### config.mk
export PLATFORM = sky130hd
export DESIGN_NAME = gsfv_coord
export DESIGN_NICKNAME = d
export VERILOG_FILES = /design/src/rtl/gsfv_pkg.sv /design/src/rtl/gsfv_coord.sv
export SDC_FILE = /design/constraint.sdc
export NUM_CORES = 1
export LEC_CHECK = 0
export ABC_CLOCK_PERIOD_IN_PS = 17020
export BUFFER_PORTS_ARGS = -buffer_cell sky130_fd_sc_hd__buf_2
export CAP_MARGIN = 5
export CORE_MARGIN = 4
export CORE_UTILIZATION = 50
export CTS_CLUSTER_SIZE = 10
export DETAILED_ROUTE_END_ITERATION = 7
export PLACE_DENSITY = 0.65
export SYNTH_ARGS = -nofsm -noshare
export SYNTH_HDL_FRONTEND = slang
export SYNTH_SLANG_ARGS = --single-unit
### constraint.sdc
create_clock -name clk -period 17.02 [get_ports clk]
set_input_delay 3.404 -clock clk [delete_from_list [all_inputs] [get_ports clk]]
set_output_delay 3.404 -clock clk [all_outputs]
set_load 0.03 [all_outputs]
### src/rtl/gsfv_pkg.sv
// ----------------------------------------------------------------------------
// gsfv_pkg
// Types, widths, constants and tables shared by the voxel field core.
// ----------------------------------------------------------------------------
`timescale 1ns / 1ps

package gsfv_pkg;

  localparam int INDEX_BITS = 11;
  localparam int CENTER_W   = 20;
  localparam int RECIP_W    = 17;
  localparam int AMP_W      = 16;
  localparam int GSCALE_W   = 16;
  localparam int OUT_W      = 24;
  localparam int CFG_IDX_W  = 3;
  localparam int CFG_DATA_W = 20;

  // Difference center - index*256 and the normalized coordinate magnitude.
  localparam int D_W    = ((INDEX_BITS + 8 > CENTER_W) ? INDEX_BITS + 8 : CENTER_W) + 1;
  localparam int DMAG_W = D_W - 1;
  localparam int CMAG_W = DMAG_W + RECIP_W - 8;

  typedef logic signed [INDEX_BITS-1:0] index_t;
  typedef logic signed [CENTER_W-1:0]   center_t;
  typedef logic [RECIP_W-1:0]           recip_t;
  typedef logic [AMP_W-1:0]             amp_t;
  typedef logic [GSCALE_W-1:0]          gscale_t;
  typedef logic signed [OUT_W-1:0]      voxel_t;
  typedef logic [CFG_IDX_W-1:0]         cfg_idx_t;
  typedef logic [CFG_DATA_W-1:0]        cfg_data_t;
  typedef logic [CMAG_W-1:0]            cmag_t;
  typedef logic signed [13:0]           term_t;
  typedef logic [16:0]                  gauss_t;

  typedef struct packed {
    logic  neg;
    cmag_t mag;
  } coord_t;

  typedef struct packed {
    logic [19:0] k;
    logic [12:0] mag256;
    logic        cosine;
  } wave_cfg_t;

  localparam cfg_idx_t CFG_AMPLITUDE    = 3'd0;
  localparam cfg_idx_t CFG_GAUSS_SCALE  = 3'd1;
  localparam cfg_idx_t CFG_CENTER_X     = 3'd2;
  localparam cfg_idx_t CFG_CENTER_Y     = 3'd3;
  localparam cfg_idx_t CFG_CENTER_Z     = 3'd4;
  localparam cfg_idx_t CFG_SPAN_RECIP_X = 3'd5;
  localparam cfg_idx_t CFG_SPAN_RECIP_Y = 3'd6;
  localparam cfg_idx_t CFG_SPAN_RECIP_Z = 3'd7;

  localparam amp_t    AMPLITUDE_RST   = 16'd65280;
  localparam gscale_t GAUSS_SCALE_RST = 16'd512;
  localparam center_t CENTER_RST      = 20'sd0;
  localparam recip_t  SPAN_RECIP_RST  = 17'd3277;

  localparam logic [16:0] LOG2E_Q16 = 17'd94548;
  localparam logic [31:0] QUARTER_TURN = 32'h4000_0000;

  localparam wave_cfg_t WCFG_X = '{k: 20'd625823, mag256: 13'd2560, cosine: 1'b0};
  localparam wave_cfg_t WCFG_Y = '{k: 20'd312911, mag256: 13'd4608, cosine: 1'b0};
  localparam wave_cfg_t WCFG_Z = '{k: 20'd417215, mag256: 13'd1280, cosine: 1'b1};

  // 2^-(2^-(k+1)) in Q.16 for the fractional exponent bits, top bit first.
  localparam logic [15:0] POW2_NEG_FRAC [16] = '{
    16'd46341, 16'd55109, 16'd60097, 16'd62757, 16'd64132, 16'd64830, 16'd65181, 16'd65358,
    16'd65447, 16'd65492, 16'd65514, 16'd65525, 16'd65530, 16'd65533, 16'd65535, 16'd65535
  };

  // Odd Taylor polynomial for sin in Q.30, Horner form.
  localparam logic signed [31:0] HORNER_P0 = 32'sd172273;
  localparam logic signed [31:0] HORNER_C [4] = '{
    -32'sd5026995, 32'sd85569308, -32'sd693598669, 32'sd1686629713
  };

  // Pipeline depths of the units, in register stages.
  localparam int LAT_COORD  = 3;
  localparam int LAT_GAUSS  = 26;
  localparam int LAT_WAVE   = 16;
  localparam int WAVE_ALIGN = LAT_GAUSS - LAT_WAVE;
  localparam int PIPE_DEPTH = LAT_COORD + LAT_GAUSS + 1;

  localparam int SUM_W = OUT_W + 2;
  localparam logic signed [SUM_W-1:0] OUT_MAX = 26'sd8388607;
  localparam logic signed [SUM_W-1:0] OUT_MIN = -26'sd8388608;

  // Reachable output range: full gaussian plus all three wave magnitudes.
  localparam voxel_t VOXEL_HI = 24'sd73983;
  localparam voxel_t VOXEL_LO = -24'sd8448;

endpackage

### src/rtl/gsfv_coord.sv
// ----------------------------------------------------------------------------
// gsfv_coord
// Three-stage normalized coordinate: (center - index) times reciprocal span.
// ----------------------------------------------------------------------------
`timescale 1ns / 1ps

module gsfv_coord (
  input  logic             clk,
  input  logic             ce,
  input  gsfv_pkg::index_t  index_i,
  input  gsfv_pkg::center_t center_i,
  input  gsfv_pkg::recip_t  recip_i,
  output gsfv_pkg::coord_t  coord_o
);
  import gsfv_pkg::*;

  localparam int PW = DMAG_W + RECIP_W;

  logic signed [D_W-1:0] d;
  logic [DMAG_W-1:0]     dmag;
  logic [DMAG_W-1:0]     dmag_r;
  logic                  neg1_r;
  logic [PW-1:0]         prod_r;
  logic                  neg2_r;
  coord_t                coord_r;

  always_comb begin
    d    = D_W'(center_i) - (D_W'(index_i) <<< 8);
    dmag = d[D_W-1] ? DMAG_W'(-d) : DMAG_W'(d);
  end

  always_ff @(posedge clk) begin
    if (ce) begin
      dmag_r       <= dmag;
      neg1_r       <= d[D_W-1];
      prod_r       <= PW'(dmag_r) * PW'(recip_i);
      neg2_r       <= neg1_r;
      // Magnitude rounded half up, sign kept apart.
      coord_r.mag  <= CMAG_W'((prod_r + PW'(128)) >> 8);
      coord_r.neg  <= neg2_r;
    end
  end

  assign coord_o = coord_r;

endmodule

==> flow_summary_export.csv <==
group,metric,value,unit
status,status,"complete, no violations",
placed_design,dp_hpwl,25600,um
placed_design,dp_cells,1955,
global_routing,antenna_found_initial,0,
detailed_routing,first_pass_iters,5,
layout,area_growth,6.60,%
synthesis,synthAdderAreaFrac,47.0,%
clock_network,cts_root_buf,"clkbuf_16",
global_routing,grt_remaining_overflow,0,
synthesis,syn_avg_cell_area,9.48,um^2
clock_network,clk_pin_slew,80,ps
detailed_routing,viasPerCell,5.24,
worst_setup_path,cp_cell_sequence,"buf_2 > nand2_1 > fa_1 > inv_1 > fa_1 > inv_1 > fa_1 > inv_1 > fa_1 > fa_1 > inv_1 > fa_1 > inv_1 > ha_1 > and2_1 > a221oi_1 > a21oi_1 > a311oi_1 > inv_1 > a21oi_1 > o21bai_1 > xor2_1",
sta,rsz0062_at_grt,"false",
worst_setup_path,slowest_delay,690,ps
floorplan,io_pins,80,
worst_setup_path,arrival,9740,ps
global_routing,gr-usage-all-layers,21.5,%
placed_design,place_ws,7060,ps
synthesis,yosysTopAreaCell,"fa_1",
synthesis,synth_seq_cells,82,
layout,antenna_cells,0,
layout,drive_gt1_share,6.43,%
sta,finClkSkew,10.5,ps
detailed_routing,ant_nets,0,
clock_network,numCtsBuffers,9,
layout,final_cells,1971,
worst_setup_path,path_class,"in -> reg",
global_routing,grt_start_max_net_pins,83,
floorplan,dieArea,32200,um^2
layout,multi_input_area,10700,um^2
synthesis,syn_inst,1549,
clock_network,h-tree-depth,3,
sta,setup_tns,0,ps
synthesis,async_reset_ff_share,0,%
sta,max_freq,104,MHz
placed_design,portBuffers,79,
sta,setup_viol,0,
synthesis,synth_area,14700,um^2
synthesis,synthSimpleGateAreaFrac,15.7,%
synthesis,synth_edf_count,82,
synthesis,synth.area.top_cells,"fa_1 37%, edfxtp_1 17%, ha_1 10%, inv_1 9.0%, and2_1 6.1%",
worst_setup_path,crit_fanout,20,
run,maxCapViolCount,0,
clock_network,cts_hold_buf,0,
synthesis,yosysUniqueCellTypes,50,
floorplan,die_h,179,um
global_routing,grt_pass1_vias,11042,
clock_network,cts_sinks,82,
sta,fin_ws,7380,ps
layout,seq_area,2460,um^2
worst_setup_path,critPathTopFamily,"adder cells",
clock_network,cts_setup_buffers,0,
synthesis,synth_compound_area_share,4.87,%
clock_network,cts_resized,0,
sta,finalMaxSlewViolations,0,
floorplan,die_x,179,um
sta,tightest_slew,1050,ps
sta,post-route-period-util,56.7,%
detailed_routing,drtIter0Drc,531,
worst_setup_path,cp-start-kind,"input pin",
worst_setup_path,critPathSlowestCell,"a311oi_1",
synthesis,synth_top_cell_area_share,36.5,%
floorplan,initial_core_util,50.9,%
layout,layout_commonest_cell,"inv_1",
detailed_routing,finalWirelength,32500,um
layout,final_util,54.2,%
synthesis,ys.flop_type,"edfxtp_1",
hold_path,hp-class,"reg -> reg",
clock_network,clk_path_buf_depth,2,
layout,layout_common_cells,"352 x inv_1, 268 x fa_1, 218 x nand2_1, 142 x and2_1, 123 x ha_1",
floorplan,core-area,28900,um^2
worst_setup_path,crit_buf_inv,7,
clock_network,clk_latency,360,ps
clock_network,cts_tree,"yes",
detailed_routing,drc,0,
synthesis,synth_warnings,0,
sta,hold_viol_final,0,
placed_design,gp_congestion,0.825,
synthesis,synth_mux_area_share,0.0767,%
worst_setup_path,worstPathRequired,17120,ps
sta,fin_crit,9640,ps
synthesis,synth_xor_area_share,5.07,%
detailed_routing,wl_per_cell,16.5,um
detailed_routing,vias,10330,
floorplan,rows,62,
global_routing,grt_pass1_wl,54200,um
synthesis,synth_top_family_by_area,"adder cells",
synthesis,syn_nets,1990,
worst_setup_path,cp-end-kind,"register",
synthesis,ys_seq_area_share,16.8,%
sta,slew_headroom,30.2,%
layout,fin_nets,2023,
layout,nFillCells,2690,
-- area by class of cell --
cell class              count  area share, %
inverters                 352           8.44
clock inverters             7          0.456
clock buffers               9           1.44
well taps                 384           3.07
multi-input cells        1056           68.2
flip-flops and latches     82           15.7
repair buffers             81           2.64
-- worst paths after layout --
check             depth (start not counted)  slack, ps  startpoint         end
hold reg to reg                           0        420      neg1_r      neg2_r
setup reg to reg                         21       9940   dmag_r[6]  prod_r[22]
setup / recovery                         22       7380  recip_i[9]  prod_r[22]
hold / removal                            0        420      neg1_r      neg2_r
-- per-stage QoR --
stage          cell area [um^2]  hold WS (ps)
2_1_floorplan             14700           400
3_3_place_gp              15400           403
3_5_place_dp              15400           405
4_1_cts                   15600           427
5_1_grt                   15600           433
6_report                  15600           425
-- layer usage --
| metal | vias to the layer above | global-route usage, % | part of all wire (%) |
|---|---|---|---|
| met3 | 63 | 2.90 | 3.6 |
| li1 | 4765 | - | - |
| met1 | 5276 | 26.6 | 40 |
| met5 | - | 0 | 0 |
| met2 | 226 | 39.0 | 53 |
| met4 | 0 | 6.95 | 2.9 |
-- state kept, by name, indices dropped and copies added, names as in the netlist --
name / count
prod_r: 30
coord_o: 30
neg2_r: 1
neg1_r: 1
dmag_r: 20
-- Yosys cell counts, drive strengths merged (5+ instances only) --
library cell	instances
o21ai	14
inv	352
ha	123
nor2b	5
nand2	218
nand2b	5
fa	268
and3	14
xnor2	51
xor2	34
nand3	20
a21o	17
clkbuf	59
nor2	35
nor3	12
edfxtp	82
and2	142
nand4	9
a31oi	5
a21oi	38
-- logic make-up after synthesis --
logic type                 count (synthesis)
and+or+nand+nor                          473
buffers and inverters                    411
adders and majority gates                391
AOI/OAI and AO/OA                        106
xor gates and xnor gates                  85
DFF                                       82
muxes                                      1
Power is left out: the tool's default activity adds up to more than one toggle a clock period on the data nets, which glitch-free logic cannot reach.
